`src/rtl/core/tcw_pkg.sv`:
```
// shared types and constants for the text console writer
package tcw_pkg;

  // default screen geometry
  localparam int COLUMNS_DEF = 80;
  localparam int ROWS_DEF    = 25;

  // cell address width at the largest geometry (128 x 32 cells)
  localparam int CELL_AW_MAX = 12;

  localparam logic [7:0] SPACE_CODE   = 8'h20;
  localparam logic [7:0] NEWLINE_CODE = 8'd10;

  // reset values of the colour registers
  localparam logic [3:0] TEXT_COLOUR_RST       = 4'd7;
  localparam logic [3:0] BACKGROUND_COLOUR_RST = 4'd0;

  typedef enum logic [1:0] {
    OP_PUT   = 2'd0,
    OP_CLEAR = 2'd1,
    OP_SET   = 2'd2,
    OP_READ  = 2'd3
  } op_t;

  typedef enum logic {
    CFG_TEXT_COLOUR       = 1'b0,
    CFG_BACKGROUND_COLOUR = 1'b1
  } cfg_reg_t;

  typedef enum logic [1:0] {
    FILL_NONE = 2'd0,
    FILL_ROW  = 2'd1,
    FILL_ALL  = 2'd2
  } fill_t;

  typedef struct packed {
    op_t        op;
    logic [7:0] char_code;
    logic [6:0] col;
    logic [4:0] row;
  } cmd_t;

  typedef struct packed {
    logic [7:0]  cell_char;
    logic [7:0]  cell_attr;
    logic [6:0]  cursor_col;
    logic [4:0]  cursor_row;
    logic [10:0] cursor_offset;
    logic        scrolled;
  } result_t;

  // one classified job handed from the front to the back
  typedef struct packed {
    logic                   wr_en;
    logic                   rd_en;
    logic [CELL_AW_MAX-1:0] addr;
    logic [15:0]            wr_data;
    fill_t                  fill;
    logic [CELL_AW_MAX-1:0] fill_base;
    logic [15:0]            fill_data;
    result_t                res;
  } job_t;

endpackage

```
`src/rtl/core/tcw_front.sv`:
```
// command front end: cursor, scroll base row, colour registers and job classification
module tcw_front import tcw_pkg::*; #(
  parameter int COLUMNS = COLUMNS_DEF,
  parameter int ROWS    = ROWS_DEF
) (
  input  logic     clk,
  input  logic     rst,
  input  logic     start,
  input  cmd_t     cmd,
  output logic     busy,
  input  logic     cfg_valid,
  input  cfg_reg_t cfg_index,
  input  logic [3:0] cfg_data,
  input  logic     q_full,
  input  logic     init_busy,
  output logic     push,
  output job_t     job
);

  localparam logic [7:0] COL_LIM = 8'(COLUMNS);
  localparam logic [5:0] ROW_LIM = 6'(ROWS);

  logic [6:0] cur_col, cur_col_next;
  logic [4:0] cur_row, cur_row_next;
  logic [4:0] top, top_next;
  logic [3:0] text_colour;
  logic [3:0] background_colour;

  logic       accept;
  logic [7:0] attr;
  logic       in_range;
  logic [4:0] sel_row;
  logic [6:0] sel_col;
  logic [5:0] phys_sum;
  logic [4:0] phys_row;
  logic [CELL_AW_MAX-1:0] cell_addr;
  logic [7:0] col_inc;
  logic [5:0] row_inc;
  logic [5:0] top_inc;
  logic [4:0] top_wrap;
  logic [11:0] offset_full;

  assign busy   = q_full | init_busy;
  assign accept = start & ~busy;
  assign push   = accept;

  // colour registers
  always_ff @(posedge clk) begin
    if (rst) begin
      text_colour       <= TEXT_COLOUR_RST;
      background_colour <= BACKGROUND_COLOUR_RST;
    end else if (cfg_valid) begin
      unique case (cfg_index)
        CFG_TEXT_COLOUR:       text_colour       <= cfg_data;
        CFG_BACKGROUND_COLOUR: background_colour <= cfg_data;
        default: ;
      endcase
    end
  end

  assign attr     = {background_colour, text_colour};
  assign in_range = ({1'b0, cmd.col} < COL_LIM) && ({1'b0, cmd.row} < ROW_LIM);

  // logical row to physical row, the store is a ring of rows starting at top
  assign sel_row  = (cmd.op == OP_READ) ? cmd.row : cur_row;
  assign sel_col  = (cmd.op == OP_READ) ? cmd.col : cur_col;
  assign phys_sum = {1'b0, sel_row} + {1'b0, top};
  assign phys_row = (phys_sum >= ROW_LIM) ? 5'(phys_sum - ROW_LIM) : phys_sum[4:0];
  assign cell_addr = CELL_AW_MAX'(phys_row) * CELL_AW_MAX'(COLUMNS)
                   + CELL_AW_MAX'(sel_col);

  assign col_inc  = {1'b0, cur_col} + 8'd1;
  assign row_inc  = {1'b0, cur_row} + 6'd1;
  assign top_inc  = {1'b0, top} + 6'd1;
  assign top_wrap = (top_inc == ROW_LIM) ? 5'd0 : top_inc[4:0];

  // classify the command and work out the new cursor
  always_comb begin
    logic wrap;
    wrap         = 1'b0;
    cur_col_next = cur_col;
    cur_row_next = cur_row;
    top_next     = top;
    job          = '0;
    job.fill     = FILL_NONE;
    job.fill_data = {attr, SPACE_CODE};
    unique case (cmd.op)
      OP_PUT: begin
        if (cmd.char_code == NEWLINE_CODE) begin
          wrap = 1'b1;
        end else begin
          job.wr_en   = 1'b1;
          job.addr    = cell_addr;
          job.wr_data = {attr, cmd.char_code};
          if (col_inc == COL_LIM) begin
            wrap = 1'b1;
          end else begin
            cur_col_next = col_inc[6:0];
          end
        end
        if (wrap) begin
          cur_col_next = 7'd0;
          if (row_inc == ROW_LIM) begin
            // old top row becomes the blank bottom line
            job.res.scrolled = 1'b1;
            job.fill         = FILL_ROW;
            job.fill_base    = CELL_AW_MAX'(top) * CELL_AW_MAX'(COLUMNS);
            top_next         = top_wrap;
          end else begin
            cur_row_next = row_inc[4:0];
          end
        end
      end
      OP_CLEAR: begin
        job.fill     = FILL_ALL;
        cur_col_next = 7'd0;
        cur_row_next = 5'd0;
        top_next     = 5'd0;
      end
      OP_SET: begin
        if (in_range) begin
          cur_col_next = cmd.col;
          cur_row_next = cmd.row;
        end
      end
      OP_READ: begin
        if (in_range) begin
          job.rd_en = 1'b1;
          job.addr  = cell_addr;
        end
      end
      default: ;
    endcase
    job.res.cursor_col    = cur_col_next;
    job.res.cursor_row    = cur_row_next;
    job.res.cursor_offset = offset_full[10:0];
  end

  assign offset_full = 12'(cur_row_next) * 12'(COLUMNS) + 12'(cur_col_next);

  // cursor and ring base
  always_ff @(posedge clk) begin
    if (rst) begin
      cur_col <= 7'd0;
      cur_row <= 5'd0;
      top     <= 5'd0;
    end else if (accept) begin
      cur_col <= cur_col_next;
      cur_row <= cur_row_next;
      top     <= top_next;
    end
  end

  a_cursor_range: assert property (@(posedge clk) disable iff (rst)
    ({1'b0, cur_col} < COL_LIM) && ({1'b0, cur_row} < ROW_LIM))
    else $error("cursor left the screen");

  a_top_range: assert property (@(posedge clk) disable iff (rst)
    {1'b0, top} < ROW_LIM)
    else $error("ring base row out of range");

  a_clear_home: assert property (@(posedge clk) disable iff (rst)
    accept && (cmd.op == OP_CLEAR) |=> (cur_col == 7'd0) && (cur_row == 5'd0) && (top == 5'd0))
    else $error("clear screen did not home cursor and ring base");

endmodule

```
`config.mk`:
```
export PLATFORM = sky130hd
export DESIGN_NAME = tcw_front
export DESIGN_NICKNAME = d
export VERILOG_FILES = /design/src/rtl/core/tcw_pkg.sv /design/src/rtl/core/tcw_front.sv
export SDC_FILE = /design/constraint.sdc
export NUM_CORES = 1
export LEC_CHECK = 0
export BUFFER_PORTS_ARGS = -buffer_cell sky130_fd_sc_hd__buf_2
export CORE_UTILIZATION = 52
export CTS_BUF_LIST = sky130_fd_sc_hd__clkbuf_4 sky130_fd_sc_hd__clkbuf_8 sky130_fd_sc_hd__clkbuf_16
export CTS_CLUSTER_SIZE = 10
export DETAILED_ROUTE_END_ITERATION = 7
export PLACE_DENSITY = 0.82
export SETUP_SLACK_MARGIN = 0.3
export SKIP_LAST_GASP = 1
export SLEW_MARGIN = 10
export SYNTH_ARGS = -nofsm -noshare
export SYNTH_HDL_FRONTEND = slang
export SYNTH_SLANG_ARGS = --single-unit
```
`constraint.sdc`:
```
create_clock -name clk -period 10.25 [get_ports clk]
set_input_delay 2.05 -clock clk [delete_from_list [all_inputs] [get_ports clk]]
set_output_delay 2.05 -clock clk [all_outputs]
set_load 0.05 [all_outputs]
```
; Word level (Yosys, flattened, before mapping)
; Index checks and enable logic that the tools add are counted.
[totals]
register_bits = 25
latch_bits = 0
ramBits = 0
rom_bits = 0
output_inout_bits = 102
memories = 0
[classes]
add_sub_neg = 7
multipliers = 3
div_mod_pow = 0
n_lt_le_gt_ge = 3
eq_ne = 9
shifts = 0
muxes = 33
bitwise = 4
n_reduce_logical = 6
[ops]
columns = operator, count
row1 = 2-to-1 mux 5 bit, 8
row2 = 2-to-1 mux 13 bit, 3
row3 = 2-to-1 mux 7 bit, 5
row4 = 2-to-1 mux 28 bit, 1
row5 = one-hot mux 12 bit (2 select lines), 1
row6 = one-hot mux 7 bit (3 select lines), 1
row7 = "multiplier 5 x 3 -> 8 bit, second input constant", 2
row8 = 2-to-1 mux 16 bit, 1
row9 = one-hot mux 5 bit (3 select lines), 1
row10 = adder 12 x 7 -> 12 bit, 1
row11 = "adder 5 x 1 -> 6 bit, second input constant", 2
row12 = "equality test 6 x 5 -> 1 bit, second input constant", 2
row13 = 2-to-1 mux 12 bit, 1
row14 = adder 11 x 7 -> 11 bit, 1
row15 = one-hot mux 5 bit (2 select lines), 1
row16 = 2-to-1 mux 1 bit, 9
row17 = "adder 7 x 1 -> 8 bit, second input constant", 1
row18 = "equality test 8 x 4 -> 1 bit, second input constant", 1
row19 = "equality test 8 x 7 -> 1 bit, second input constant", 1
row20 = "less-than comparator 7 bit, second input constant", 1
row21 = "multiplier 5 x 3 -> 7 bit, second input constant", 1
row22 = adder 5 x 5 -> 6 bit, 1
row23 = ">= comparator 6 x 5 -> 1 bit, second input constant", 1
row24 = "less-than comparator 5 bit, second input constant", 1
row25 = other kinds (13), 17

; Logic depth before layout (Yosys ltp)
[logic_depth]
word_depth = 9
mapped_depth = 22
mapped_depth_nobuf = 20

; Worst setup path before layout
; No wires, ideal clock.
[synth_path]
path_kind = input -> output
startpoint = input port cmd[20] (netlist bit)
endpoint = output port job[95] (netlist bit)
t_arrival_ns = 7.147
required_time_ns = 8.200
setup_slack_ns = 1.053
path_stages = 19
path_buffers = 2
cell_sequence = ha_1 -> clkbuf_1 -> clkbuf_1 -> o21ai_0 -> ha_1 -> fa_1 -> a21o_1 -> a21oi_4 -> xnor2_2 -> o31ai_4 -> o31ai_1 -> xnor2_1 -> ha_1 -> ha_1 -> fa_1 -> nand2_1 -> nor2_1 -> nor2_1 -> nor3b_1
[synth_rtl]
columns = item, line_no
row1 = "start, declared", tcw_front.sv:9  ; input cmd_t cmd,
row2 = "end, declared", tcw_front.sv:17  ; output job_t job

==> results.cfg <==
[status]
outcome = completed

[final_layout]
most-common-layout-cells = buf_2 (106), o21ai_0 (41), ha_1 (40), nand2_1 (39), a21oi_1 (34)
final_common_cell = buf_2
final_area_um2 = 4390
layoutNonFillerInstCount = 704
n_fill_cell = 703
drive_gt1_share_pct = 22.6
diodes = 0
register_area_um2 = 500
multiInputGateArea_um2 = 3060
fin_nets = 685
syn2layout_area_growth_pct = 12.1

[floorplan]
die_w_um = 88.8
top_level_ports = 135
die_h_um = 88.8
placementRows = 31
die_area_um2 = 7880
core_area_um2 = 7250
start_util_pct = 54.0

[global_routing]
antenna_found_initial = 0
grt.overflow.total = 0
track_usage_pct = 24.7
grt_pass1_vias = 3436
grt_max_degree = 28
grt_pass1_wl_mm = 15.5

[cts]
ctsResizeCount = 0
cts_buffer_depth = 2
postCtsHoldBufs = 0
cts_tree = yes
cts-root-buf = clkbuf_8
cts_buffers = 3
cts_setup_buffers = 0
clock-sinks = 25
cts_max_level = 1
clkTransAtPathRegs_ps = 100
clk_latency_ps = 280

[synthesis]
synth_warnings = 0
ys_types = 73
synthArstFlopShare_pct = 0
synth-seq-area-share_pct = 12.8
ys_ff_latch = 25
synth_cells = 523
synth_edf_count = 0
synth_area_um2 = 3920
synth_ff_type = dfxtp_1
syn_area_per_cell_um2 = 7.49

[placed_design]
port_buffers = 106
gp_congestion = 0.913
place_inst = 700
postPlaceCellArea_um2 = 4340
dp_hpwl_mm = 8.07
place_ws_ps = 1070

[pwr]
p_sw_share_pct = 48.2
peakVddDrop_v = 0.0000293
p_clk_share_pct = 19.8
power_frac_comb_pct = 48.7
p_leak_nw = 2.15
p_int_mw = 0.168
power_switching_mw = 0.156
seqPwrFrac_pct = 31.4
powerDensity_nw_per_um2 = 73.9

[worst_setup_path]
critPathBufInv = 2
crit_top_cell = ha_1
arrival_ps = 7120
worstSetupStartpointType = input pin
path_depth = 19
end_kind = primary output
worstRegToRegCells = 7
path_delay_family = adder cells
cp_slowest_stage_delay_ps = 760
path_class = input pin to primary output
slowest_stage = ha_1
cp_cell_sequence = buf_2, ha_1, mux2_2, ha_1, a21o_1, o21ai_1, nand2_1, o31ai_4, o31ai_1, xnor2_1, ha_1, ha_1, fa_1, nand2_1, nor2_1, nand2_1, nor4bb_1, a211o_1, buf_2
required_ps = 8200
critPathMaxFanout = 27

[route]
vias = 3977
drt_iter0_drc = 413
final_antenna_net_count = 0
routed_wl_mm = 10.0
post_drt_wl_per_cell_um = 14.2
firstDrtPassIters = 5
drc_errors = 0
vias_per_cell = 5.65

[min_path]
hold_class = flop to flop
worstHoldPathCells = 2

[sta]
layout_setup_ws_ps = 1080
post-route-period-util_pct = 89.5
hold_violations = 0
period_minus_slack_ps = 9170
fin_worst_skew_ps = 3.65
relSlewSlack_pct = 34.0
worst_slew_pin_slew_ps = 982
final.setup.tns_ps = 0
slew_violations = 0
rsz0062_at_grt = no
report.final.setup_viol = 0
max_freq_ghz = 0.109

[job]
max_cap_viol_count = 0
==> kinds of logic after synthesis <==
kind of cell / synth area share [%]
simple gates: 24.8
buf+inv: 11.5
other cells: 0.192
compound gates: 23.6
xor+xnor: 6.13
fa+ha+maj: 15.8
mux: 5.11
flops: 12.8
==> power by group through the flow <==
stage               Combinational (mW)  Sequential [mW]  Clock, mW
floorplan                        0.129            0.109          0
global placement                 0.155            0.104          0
detailed placement               0.157            0.104          0
CTS                              0.158            0.102     0.0647
global route                     0.169            0.102     0.0688
finish                           0.158            0.102     0.0643
==> worst reg2reg max path, delay by kind of cell, from the launching register on <==
| family | cells | cell delay (ps) |
|---|---|---|
| and+or+nand+nor | 4 | 1130 |
| DFF | 1 | 400 |
| muxes | 1 | 190 |
| AOI/OAI and AO/OA | 1 | 300 |
| adders and majority gates | 1 | 290 |
==> state kept, by name, summed over array words and instances, names as in the netlist <==
| register | count |
|---|---|
| text_colour | 4 |
| cur_row | 5 |
| cur_col | 7 |
| top | 5 |
| background_colour | 4 |
==> synthesized netlist by cell type, types with 7 or more instances <==
cell type / instances / area share, %
a21o_1: 11 / 2.1
a21oi_1: 34 / 4.3
and2_1: 21 / 3.4
buf_4: 32 / 6.1
clkbuf_1: 20 / 1.9
dfxtp_1: 25 / 13
ha_1: 40 / 13
inv_1: 30 / 2.9
mux2_2: 8 / 2.3
mux2i_1: 11 / 2.8
nand2_1: 39 / 3.7
nand2b_1: 12 / 1.9
nand3_1: 16 / 2.0
nor2_1: 31 / 3.0
nor2b_1: 9 / 1.4
nor3_1: 10 / 1.3
nor4_1: 7 / 1.1
o21ai_0: 41 / 5.2
o22ai_1: 7 / 1.1
xnor2_1: 17 / 3.8
==> stage by stage <==
stage / total power, mW / utilization, % / hold WS [ps]
after floorplan: 0.238 / - / 495
after global placement: 0.259 / 59.8 / 447
after detailed placement: 0.261 / 59.8 / 454
after CTS: 0.324 / 60.5 / 468
after global routing: 0.340 / 60.5 / 496
final: 0.324 / 60.5 / 467
==> path summary, 6_finish.rpt <==
kind | from | end | slack (ps)
setup / recovery | cmd[20] | job[97] | 1080
hold / removal | background_colour[2]$_SDFFE_PP0P_ | background_colour[2]$_SDFFE_PP0P_ | 470
setup reg to reg | cur_row[0]$_SDFFE_PP0P_ | top[0]$_SDFFE_PP0P_ | 7890
hold reg to reg | background_colour[2]$_SDFFE_PP0P_ | background_colour[2]$_SDFFE_PP0P_ | 470
==> metal layers <==
layer  track usage (%)  part of all wire [%]  vias up
met5                 0                     0        -
met4              6.16                   1.1        0
met3              1.96                   5.9       13
met2              44.8                    49      167
met1              31.4                    44     1833
li1                  -                     -     1964
==> final cells by class <==
| cell class | instances | area share (%) |
|---|---|---|
| multi-input cells | 438 | 69.8 |
| repair buffers | 107 | 12.3 |
| flip-flops and latches | 25 | 11.4 |
| well taps | 99 | 2.82 |
| inverters | 31 | 2.65 |
| clock buffers | 3 | 0.941 |
| clock inverters | 1 | 0.171 |
No activity file was read; power rests on OpenSTA's default activity.
