--- src/rtl/core/tcw_pkg.sv ---
// shared types and constants for the text console writer
package tcw_pkg;

  // default screen geometry
  localparam int COLUMNS_DEF = 80;
  localparam int ROWS_DEF    = 25;

  // cell address width at the largest geometry (128 x 32 cells)
  localparam int CELL_AW_MAX = 12;

  localparam logic [7:0] SPACE_CODE   = 8'h20;
  localparam logic [7:0] NEWLINE_CODE = 8'd10;

  // reset values of the colour registers
  localparam logic [3:0] TEXT_COLOUR_RST       = 4'd7;
  localparam logic [3:0] BACKGROUND_COLOUR_RST = 4'd0;

  typedef enum logic [1:0] {
    OP_PUT   = 2'd0,
    OP_CLEAR = 2'd1,
    OP_SET   = 2'd2,
    OP_READ  = 2'd3
  } op_t;

  typedef enum logic {
    CFG_TEXT_COLOUR       = 1'b0,
    CFG_BACKGROUND_COLOUR = 1'b1
  } cfg_reg_t;

  typedef enum logic [1:0] {
    FILL_NONE = 2'd0,
    FILL_ROW  = 2'd1,
    FILL_ALL  = 2'd2
  } fill_t;

  typedef struct packed {
    op_t        op;
    logic [7:0] char_code;
    logic [6:0] col;
    logic [4:0] row;
  } cmd_t;

  typedef struct packed {
    logic [7:0]  cell_char;
    logic [7:0]  cell_attr;
    logic [6:0]  cursor_col;
    logic [4:0]  cursor_row;
    logic [10:0] cursor_offset;
    logic        scrolled;
  } result_t;

  // one classified job handed from the front to the back
  typedef struct packed {
    logic                   wr_en;
    logic                   rd_en;
    logic [CELL_AW_MAX-1:0] addr;
    logic [15:0]            wr_data;
    fill_t                  fill;
    logic [CELL_AW_MAX-1:0] fill_base;
    logic [15:0]            fill_data;
    result_t                res;
  } job_t;

endpackage

--- src/rtl/core/tcw_queue.sv ---
// two-entry job queue between front and back
module tcw_queue import tcw_pkg::*; (
  input  logic clk,
  input  logic rst,
  input  logic push,
  input  job_t push_job,
  output logic full,
  input  logic pop,
  output job_t pop_job,
  output logic empty
);

  job_t       slots [2];
  logic       wr_ptr;
  logic       rd_ptr;
  logic [1:0] count;

  assign full    = (count == 2'd2);
  assign empty   = (count == 2'd0);
  assign pop_job = slots[rd_ptr];

  // slot storage
  always_ff @(posedge clk) begin
    if (push) begin
      slots[wr_ptr] <= push_job;
    end
  end

  // pointers and fill level, level holds when push and pop meet or both idle
  always_ff @(posedge clk) begin
    if (rst) begin
      wr_ptr <= 1'b0;
      rd_ptr <= 1'b0;
      count  <= 2'd0;
    end else begin
      if (push) begin
        wr_ptr <= ~wr_ptr;
      end
      if (pop) begin
        rd_ptr <= ~rd_ptr;
      end
      if (push && !pop) begin
        count <= count + 2'd1;
      end else if (pop && !push) begin
        count <= count - 2'd1;
      end
    end
  end

endmodule

--- config.mk ---
export PLATFORM = sky130hd
export DESIGN_NAME = tcw_queue
export DESIGN_NICKNAME = d
export VERILOG_FILES = /design/src/rtl/core/tcw_pkg.sv /design/src/rtl/core/tcw_queue.sv
export SDC_FILE = /design/constraint.sdc
export NUM_CORES = 1
export LEC_CHECK = 0
export BUFFER_PORTS_ARGS = -buffer_cell sky130_fd_sc_hd__clkbuf_2
export CORE_MARGIN = 5
export CORE_UTILIZATION = 45
export CTS_BUF_LIST = sky130_fd_sc_hd__clkbuf_2 sky130_fd_sc_hd__clkbuf_4 sky130_fd_sc_hd__clkbuf_8
export DETAILED_ROUTE_END_ITERATION = 8
export GPL_TIMING_DRIVEN = 0
export PLACE_DENSITY = 0.82
export SYNTH_ARGS = -nofsm -noshare
export SYNTH_HDL_FRONTEND = slang
export SYNTH_SLANG_ARGS = --single-unit
export TNS_END_PERCENT = 1
--- constraint.sdc ---
create_clock -name clk -period 6.1 [get_ports clk]
set_input_delay 1.22 -clock clk [delete_from_list [all_inputs] [get_ports clk]]
set_output_delay 1.22 -clock clk [all_outputs]
set_load 0.005 [all_outputs]
Word-level counts from Yosys, hierarchy flattened:

Memory sizes are Yosys's and may differ from the RTL's. A register that Yosys moved wholly into a read port is not among the register bits.
Index checks and enable logic that the tools add are counted.

* input bits: 104
* output and inout bits: 102
* memories kept: 1
* memory bits (writable): 200
* flip-flop bits (word level): 4

* multiplexer cells: 6
* bitwise logic cells: 2
* equality and inequality tests: 1
* $add $sub $neg: 2
* reduce and logical (&&, ||, !) cells: 6

Memories
* slots: words 2, width 100, rd ports 1, clocked after Yosys merged registers in 1, wr ports 1, line tcw_queue.sv:13 `job_t slots [2];`

Operators with widths (number)
* two-way mux 1 bit: 4
* two-way mux 2 bit: 2
* adder 2 x 1 -> 2 bit (second input constant): 1
* == test 2 bit (second input constant): 1
* logical AND 1 bit: 2
* zero test 1 bit: 2
* zero test 2 bit: 1
* inverter 1 bit: 2
* nonzero test 2 bit: 1
* subtractor 2 x 1 -> 2 bit (second input constant): 1

Depth between registers and ports, before layout:

Gate-level depths: netlist (run 1).

* depth in word-level cells: 4
* gate-level depth with buffers: 5
* mapped depth without buffers: 5

Worst setup path before layout (run 1):

No wires, ideal clock.

* path type: input to register
* start point: input push
* end point: memory slots[0][0] (netlist name) (enable)
* path slack: -44 ps
* required time: 5528 ps
* buffers on the path: 0
* stages on the path: 1
* data arrival time: 5572 ps
* setup time: 572 ps
* cells stage by stage: nor2b_1

* longest elaborated chain between the ends: 2

RTL lines
* from (decl): line tcw_queue.sv:5 `input logic push,`
* two-way mux 1 bit: line tcw_queue.sv:24 `if (push) begin`
* two-way mux 1 bit (implied by the code): line tcw_queue.sv:25 `slots[wr_ptr] <= push_job;`
* to (decl): line tcw_queue.sv:13

Every way passes these cells.

==> out/results.ini, run 1 <==
[outcome]
status=complete, no violations

[floorplan]
core_area_sq_mm=0.01641
die_height_um=138.8
die_x_um=138.8
ios=206
row_count=47
initial_core_util=0.4547
die_area_sq_mm=0.01925

[critical_path]
crit_chain=buf_4, buf_6, mux2_2, clkbuf_2
cp_data_required_time_ns=4.88
crit_path_max_fanout=10
cp.arrival_ns=1.76
critPathMaxStageDelay_ns=0.36
cp-end-kind=primary output
startpoint_type=flop
crit_type=flop to primary output
cp_slowest_cell=mux2_2

[clocking]
cts.sink_count=205
clk_pin_slew_ns=0.06
clk_latency_ns=0.48
htreeDepth=2
clockBufferDepth=3
cts_hold_buffers=0
cts_tree=done
cts_resized=0
cts_setup_buffers=0
cts-root-buf=clkbuf_8
cts_inserted_buffers=34

[timing]
tns_ns=0
period_share=0.4889
rsz0062_at_grt=false
fmax_ghz=0.3353
slew_violations=0
slew-limit-headroom=0.4353
worst_clock_skew_ns=0.01635
final-setup-viol-count=0
fin_ws_ns=3.118
hold_viol=0
min_period_ns=2.982
worstMarginPinSlew_ns=0.8471

[synthesis]
avgSynthCellArea_sq_um=22.40
syn_area_sq_mm=0.007460
ys_types=16
ys_warn_count=0
synthCells=333
yosysSeqAreaShare=0.8185
syn_nets=438
netlist.area_leader.share=0.8051
synth.largest_area_cell=edfxtp_1
synth_area_leaders=edfxtp_1 81%, mux2_2 15%, buf_6 1.5%
synth-seq-cells=205

[place]
gp_congestion=0.7369
port_buffers=205
dpl.hpwl_um=10020
dp.cells=762
dp_slack_ns=3.299

[power_and_ir_drop]
pwr_density_cell_mw_per_mm2=328.6
switching_share=0.2119
static-leakage-power_nw=3.659
clockPowerShare=0.363
power.share.sequential=0.532
vdd_drop_max_v=0.0002252
switching_power_mw=0.6626
pwr-share-comb=0.105
internal_power_mw=2.464

[global_routing]
grt_usage=0.1491
gr-total-overflow=0
antenna_found_initial=0
first_global_vias=4445
grt_start_max_net_pins=62
grt_first_pass_wirelength_um=23030

[cells_and_area]
n_antenna_cell=0
drive_above_1_share=0.6256
layout_commonest_cell=clkbuf_2
mostFrequentLayoutCells=205 x clkbuf_2, 200 x edfxtp_1, 100 x mux2_2
final_util=0.5800
layout.cells.non_filler=821
area_growth_pct=27.56
final_nets=683

[detailed_routing]
drc=0
vias=3928
via_per_inst=4.784
route.detailed.wl_per_inst_um=17.62
ant_nets=0
firstDrtPassIters=5
route.final.wire_length_um=14460
drt_iter0_drc=189

[worst_hold_path]
hold_path.class=flop to flop

[flow_run]
maxCapViolations=0

==> per-stage QoR <==
stage	cell area [sq um]	total power [mW]	hold slack, ns
after floorplan	7462	1.862	0.4614
after global placement	8763	2.013	0.4872
after detailed placement	8851	2.029	0.4911
after CTS	9515	3.178	0.5009
after global routing	9515	3.281	0.5762
final	9515	3.126	0.5050
==> final cells by class <==
| class | count | area (sq um) |
|---|---|---|
| Multi-Input combinational cell | 116 | 1240 |
| Timing Repair Buffer | 209 | 1106 |
| Sequential cell | 205 | 6106 |
| Clock buffer | 49 | 618.1 |
| Fill cell | 1235 | 6892 |
| Clock inverter | 10 | 46.29 |
| Buffer | 11 | 120.1 |
| Inverter | 1 | 3.754 |
| Tap cell | 220 | 275.3 |
==> worst paths after layout <==
check                           slack, ns          end     start  cells after the start
worst max-delay path                 3.12  pop_job[40]      flop                      4
worst min-delay path                 0.51     count[1]  count[1]                      2
worst max register to register       4.27  slots[1][4]    wr_ptr                      2
worst min register to register       0.51     count[1]  count[1]                      2
==> synthesized netlist by cell type (all sizes together) <==
library cell,number
mux2,100
inv,1
and2b,1
xnor2,2
or3,1
xor2,2
ha,1
and2,1
o21ai,1
edfxtp,200
nor2b,1
dfxtp,5
a21oi,1
buf,11
nor2,5
==> critical path: cells and delay by family, from the launching register on <==
kind / cells / cell delay [ns]
mux: 1 / 0.36
buf+inv: 3 / 0.60
flops: 1 / 0.31
==> power by group through the flow <==
| stage | combinational [mW] | clock [mW] | sequential, mW |
|---|---|---|---|
| detailed placement | 0.335 | 0 | 1.69 |
| finish | 0.328 | 1.13 | 1.66 |
| CTS | 0.338 | 1.18 | 1.67 |
| floorplan | 0.170 | 0 | 1.69 |
| global placement | 0.315 | 0 | 1.70 |
| global route | 0.360 | 1.25 | 1.67 |
==> state kept, by name, summed over array words and instances, names as in the netlist, named ones only <==
name and flops:
rd_ptr 1, slots 200, wr_ptr 1, count 2
==> logic make-up after synthesis <==
group,count (synthesis),synth area share
AOI/OAI and AO/OA,2,0.001341
xor gates and xnor gates,4,0.004697
adders and majority gates,1,0.001677
buffers and inverters,12,0.01661
DFF,205,0.8185
muxes,100,0.1510
and+or+nand+nor,9,0.006208
==> routing by layer <==
metal / track usage / part of all wire / routed length, um
met1: 0.1692 / 0.38 / 5447
met2: 0.2628 / 0.52 / 7567
met3: 0.05207 / 0.079 / 1146
met4: 0.05252 / 0.021 / 302
met5: 0 / 0 / 0
(Power assumes the default switching activity.)
==> run 2, diff against run 1 <==
==> constraint.sdc (replaced) <==
create_clock -name clk -period 2.6 [get_ports clk]
set_input_delay 0.52 -clock clk [delete_from_list [all_inputs] [get_ports clk]]
set_output_delay 0.52 -clock clk [all_outputs]
set_load 0.005 [all_outputs]
==> run 2 against run 1 <==
Utilization about the same. Die area unchanged. Flip-flop and latch count stayed put. Critical path type unchanged. Critical endpoint is now pop_job[21]. Largest power group unchanged. Highest routed layer unchanged.
==> out/results.ini, run 2 (synthesis results as in run 1) <==
[cells_and_area]
layout_commonest_cell=clkbuf_2
top_regs=slots: 200 flops, count: 2 flops
final_nets=684
mostFrequentLayoutCells=205 x clkbuf_2, 200 x edfxtp_1, 100 x mux2_2
multiInputGateArea_sq_mm=0.001240
drive_above_1_share=0.6294
register_area_sq_mm=0.006106
area_growth_pct=27.59
fill_cells=1202
largest_reg_flops=200
largest-register=slots

[power_and_ir_drop]
vdd_drop_max_v=0.0006007
p_total_mw=7.348
static-leakage-power_nw=3.661
pwr_density_cell_mw_per_mm2=772.0

[critical_path]
cp_slowest_cell=mux2_2
crit_chain=buf_4, buf_6, mux2_2, clkbuf_2
critical-path-top-delay-family=buffers and inverters
rr_startpoint=wr_ptr
crit_path_max_fanout=10
cp.arrival_ns=1.73
startpoint_type=flop
r2r-end=slots[1][3]
cp-end-kind=primary output
crit_type=flop to primary output
path_buf_inv=3
cp_data_required_time_ns=2.08
critPathMaxStageDelay_ns=0.35
r2r_cells=2
r2r_slack_ns=0.82

[worst_hold_path]
hold_end=slots[1][36]
hold_depth=1
hp-start=push_job[36]
hold_path.class=primary input to flop

[detailed_routing]
vias=3877
ant_nets=0
drt_iter0_drc=138
via_per_inst=4.728
drc=0
firstDrtPassIters=4
route.detailed.wl_per_inst_um=17.84
route.final.wire_length_um=14630

[floorplan]
die_height_um=138.8
core_area_sq_mm=0.01641
die_x_um=138.8
ios=206
row_count=47
die_area_sq_mm=0.01925
initial_core_util=0.4547

[timing]
slew-limit-headroom=0.5243
slew_violations=0
min_period_ns=2.246
period_share=0.8639
final-setup-viol-count=0
worstMarginPinSlew_ns=0.7135
worst_clock_skew_ns=0.006384
hold_viol=0
fmax_ghz=0.4452
fin_ws_ns=0.3539
rsz0062_at_grt=false

[global_routing]
grt_usage=0.1474
grt_start_max_net_pins=53
antenna_found_initial=1
gr-total-overflow=0
first_global_vias=4411
grt_first_pass_wirelength_um=22530

[clocking]
clk_latency_ns=0.49
cts-root-buf=clkbuf_8
cts.sink_count=205
clk_pin_slew_ns=0.06
cts_inserted_buffers=35
clockBufferDepth=3
cts_resized=0
cts_hold_buffers=0
htreeDepth=2
cts_tree=done
cts_setup_buffers=0

[place]
dpl.hpwl_um=10030
dp_slack_ns=0.5750
port_buffers=205
gp_congestion=0.7716

[flow_run]
maxCapViolations=0

[outcome]
status=complete, no violations

[run 2: report_power, final]
part	total (mW)	leakage, nW	internal, mW	switching [mW]
combinational	0.777	1.39	0.403	0.374
clock	2.66	0.350	1.53	1.14
sequential	3.91	1.92	3.86	0.0489
[run 2: metrics by stage]
step | hold WS, ns | util | setup TNS (ns) | instance area, sq um | std cells
floorplan | 0.4614 | - | -68.88 | 7467 | 333
global placement | 0.4876 | 0.5344 | -266.14 | 8768 | 758
detailed placement | 0.4985 | 0.5404 | 0 | 8866 | 762
CTS | 0.1784 | 0.5800 | 0 | 9515 | 819
global route | 0.1774 | 0.5801 | 0 | 9518 | 820
finish | 0.2162 | 0.5801 | 0 | 9518 | 820
[run 2: worst max path at each step]
stage,from,to,slack [ns],cells after the start
finish,flop,pop_job[21],0.35,4
global route,flop,pop_job[15],0.25,4
CTS,flop,pop_job[15],0.28,4
detailed placement,push,slots[1][81],0.57,3
global placement,push,slots[1][81],-1.96,2
floorplan,push,slots[1][0],-0.69,1
[run 2: metal layers]
layer,GRT usage,wire [um],vias to the layer above
met4,0.04943,280,0
met3,0.05690,1203,26
met5,0,0,-
li1,-,-,1819
met1,0.1548,5314,1882
met2,0.2706,7827,150
[run 2: cell type report]
class / count / share of cell area
sequential: 205 / 0.6415
multi-input combinational: 116 / 0.1303
timing repair buffer: 209 / 0.1178
clock buffer: 52 / 0.06599
tap: 220 / 0.02892
buffer: 11 / 0.01262
clock inverter: 5 / 0.002235
inverter: 1 / 0.0003944
antenna: 1 / 0.0002629
==> run 3, diff against run 2 <==
--- a/config.mk
+++ b/config.mk
@@ -6,12 +6,13 @@
 export NUM_CORES = 1
 export LEC_CHECK = 0
 export BUFFER_PORTS_ARGS = -buffer_cell sky130_fd_sc_hd__clkbuf_2
-export CORE_MARGIN = 5
+export CORE_MARGIN = 2
 export CORE_UTILIZATION = 45
 export CTS_BUF_LIST = sky130_fd_sc_hd__clkbuf_2 sky130_fd_sc_hd__clkbuf_4 sky130_fd_sc_hd__clkbuf_8
 export DETAILED_ROUTE_END_ITERATION = 8
 export GPL_TIMING_DRIVEN = 0
 export PLACE_DENSITY = 0.82
+export RECOVER_POWER = 50
 export SYNTH_ARGS = -nofsm -noshare
 export SYNTH_HDL_FRONTEND = slang
 export SYNTH_SLANG_ARGS = --single-unit
==> run 3 against run 2 <==
Global-route usage rose by 0.73 points. Non-clock buffer count rose by 1. Routed wire length fell by 5.5%. First-iteration DRC count fell by 14%. Clock power rose by 5%. Sequential share of layout area rose by 0.30 points. Final area fell by 0.46%. Hold slack improved by 0.0046 ns. Critical path type unchanged. Critical endpoint is now pop_job[75]. Largest cell class unchanged. Largest power group unchanged. Highest routed layer unchanged.
==> out/results.ini, run 3 (synthesis results as in run 1) <==
[critical_path]
cp_data_required_time_ns=2.08
cp-end-kind=primary output
cp_slowest_cell=mux2_2
crit_chain=buf_4, buf_6, mux2_2, clkbuf_2
critPathMaxStageDelay_ns=0.34
crit_type=flop to primary output
startpoint_type=flop
cp.arrival_ns=1.72
crit_path_max_fanout=10

[place]
dp.cells=763
port_buffers=205
dpl.hpwl_um=9470
dp_slack_ns=0.6109
gp_congestion=0.7137

[clocking]
clk_latency_ns=0.49
cts_tree=done
cts_inserted_buffers=34
cts_resized=0
cts_setup_buffers=0
clockBufferDepth=3
clk_pin_slew_ns=0.06
cts.sink_count=205
htreeDepth=2
cts-root-buf=clkbuf_8
cts_hold_buffers=0

[power_and_ir_drop]
vdd_drop_max_v=0.0005297
p_total_mw=7.449
pwr-share-comb=0.103
clockPowerShare=0.373
static-leakage-power_nw=3.447
switching_share=0.2092
internal_power_mw=5.890
switching_power_mw=1.558
pwr_density_cell_mw_per_mm2=786.2
power.share.sequential=0.524

[floorplan]
row_count=47
die_area_sq_mm=0.01762
die_x_um=132.8
ios=206
die_height_um=132.8
core_area_sq_mm=0.01641
initial_core_util=0.4547

[global_routing]
grt_usage=0.1546
grt_start_max_net_pins=60
antenna_found_initial=0
gr-total-overflow=0
grt_first_pass_wirelength_um=21210
first_global_vias=4193

[cells_and_area]
top_regs=slots: 200 flops, count: 2 flops
mostFrequentLayoutCells=200 x edfxtp_1, 126 x clkbuf_2, 100 x mux2_2
final_nets=684
multiInputGateArea_sq_mm=0.001232
drive_above_1_share=0.4950
fill_cells=1289
layout.cells.non_filler=820
largest-register=slots
area_growth_pct=27.00
largest_reg_flops=200
register_area_sq_mm=0.006106
n_antenna_cell=0
layout_commonest_cell=edfxtp_1

[timing]
period_share=0.8606
worst_clock_skew_ns=0.01200
final-setup-viol-count=0
slew_violations=0
slew-limit-headroom=0.2521
worstMarginPinSlew_ns=1.120
fmax_ghz=0.4469
fin_ws_ns=0.3623
rsz0062_at_grt=false
min_period_ns=2.238
hold_viol=0

[detailed_routing]
ant_nets=0
route.detailed.wl_per_inst_um=16.86
via_per_inst=4.745
drt_iter0_drc=118
firstDrtPassIters=6
route.final.wire_length_um=13830
vias=3891
drc=0

[worst_hold_path]
hold_path.class=primary input to flop

[flow_run]
maxCapViolations=0

[outcome]
status=complete, no violations

run 3: path summary, 6_finish.rpt:
kind                                    from      endpoint  slack (ns)  cells past startpoint
worst max-delay path                    flop   pop_job[75]        0.36                      4
worst min-delay path            push_job[58]  slots[1][58]        0.22                      1
worst max register to register        wr_ptr  slots[0][42]        0.46                      4
worst min register to register      count[1]      count[1]        0.53                      2
run 3: critical path, delay by kind of cell (launching register included):
kind / cells / cell delay, ns
mux: 1 / 0.34
buf+inv: 3 / 0.58
flops: 1 / 0.30
run 3: metrics by stage:
step / hold WS (ns) / instance area (sq um) / util / setup TNS [ns]
final: 0.2207 / 9474 / 0.5774 / 0
after global routing: 0.1816 / 9474 / 0.5774 / 0
after CTS: 0.1717 / 9580 / 0.5839 / 0
after detailed placement: 0.5279 / 8901 / 0.5425 / 0
after global placement: 0.4895 / 8768 / 0.5344 / -262.42
after floorplan: 0.4614 / 7467 / - / -68.88
run 3: layout make-up:
class	instances	share of cell area
tap	220	0.02905
buffer	11	0.01268
multi-input combinational	116	0.1301
clock buffer	52	0.06696
sequential	205	0.6445
timing repair buffer	210	0.1116
inverter	1	0.0003962
clock inverter	5	0.004754
run 3: power groups by stage:
stage | Sequential (mW) | Clock [mW] | Combinational (mW)
3_3_place_gp | 3.98 | 0 | 0.730
4_1_cts | 3.91 | 2.87 | 0.801
6_report | 3.90 | 2.78 | 0.767
2_1_floorplan | 3.97 | 0 | 0.399
3_5_place_dp | 3.97 | 0 | 0.795
5_1_grt | 3.92 | 3.00 | 0.832
run 3: layer usage:
metal	vias up	GRT usage	part of all wire	wire [um]
li1	1820	-	-	-
met1	1875	0.1767	0.40	5479
met2	164	0.2645	0.50	6980
met3	32	0.05632	0.073	1012
met4	0	0.06272	0.026	354
met5	-	0	0	0
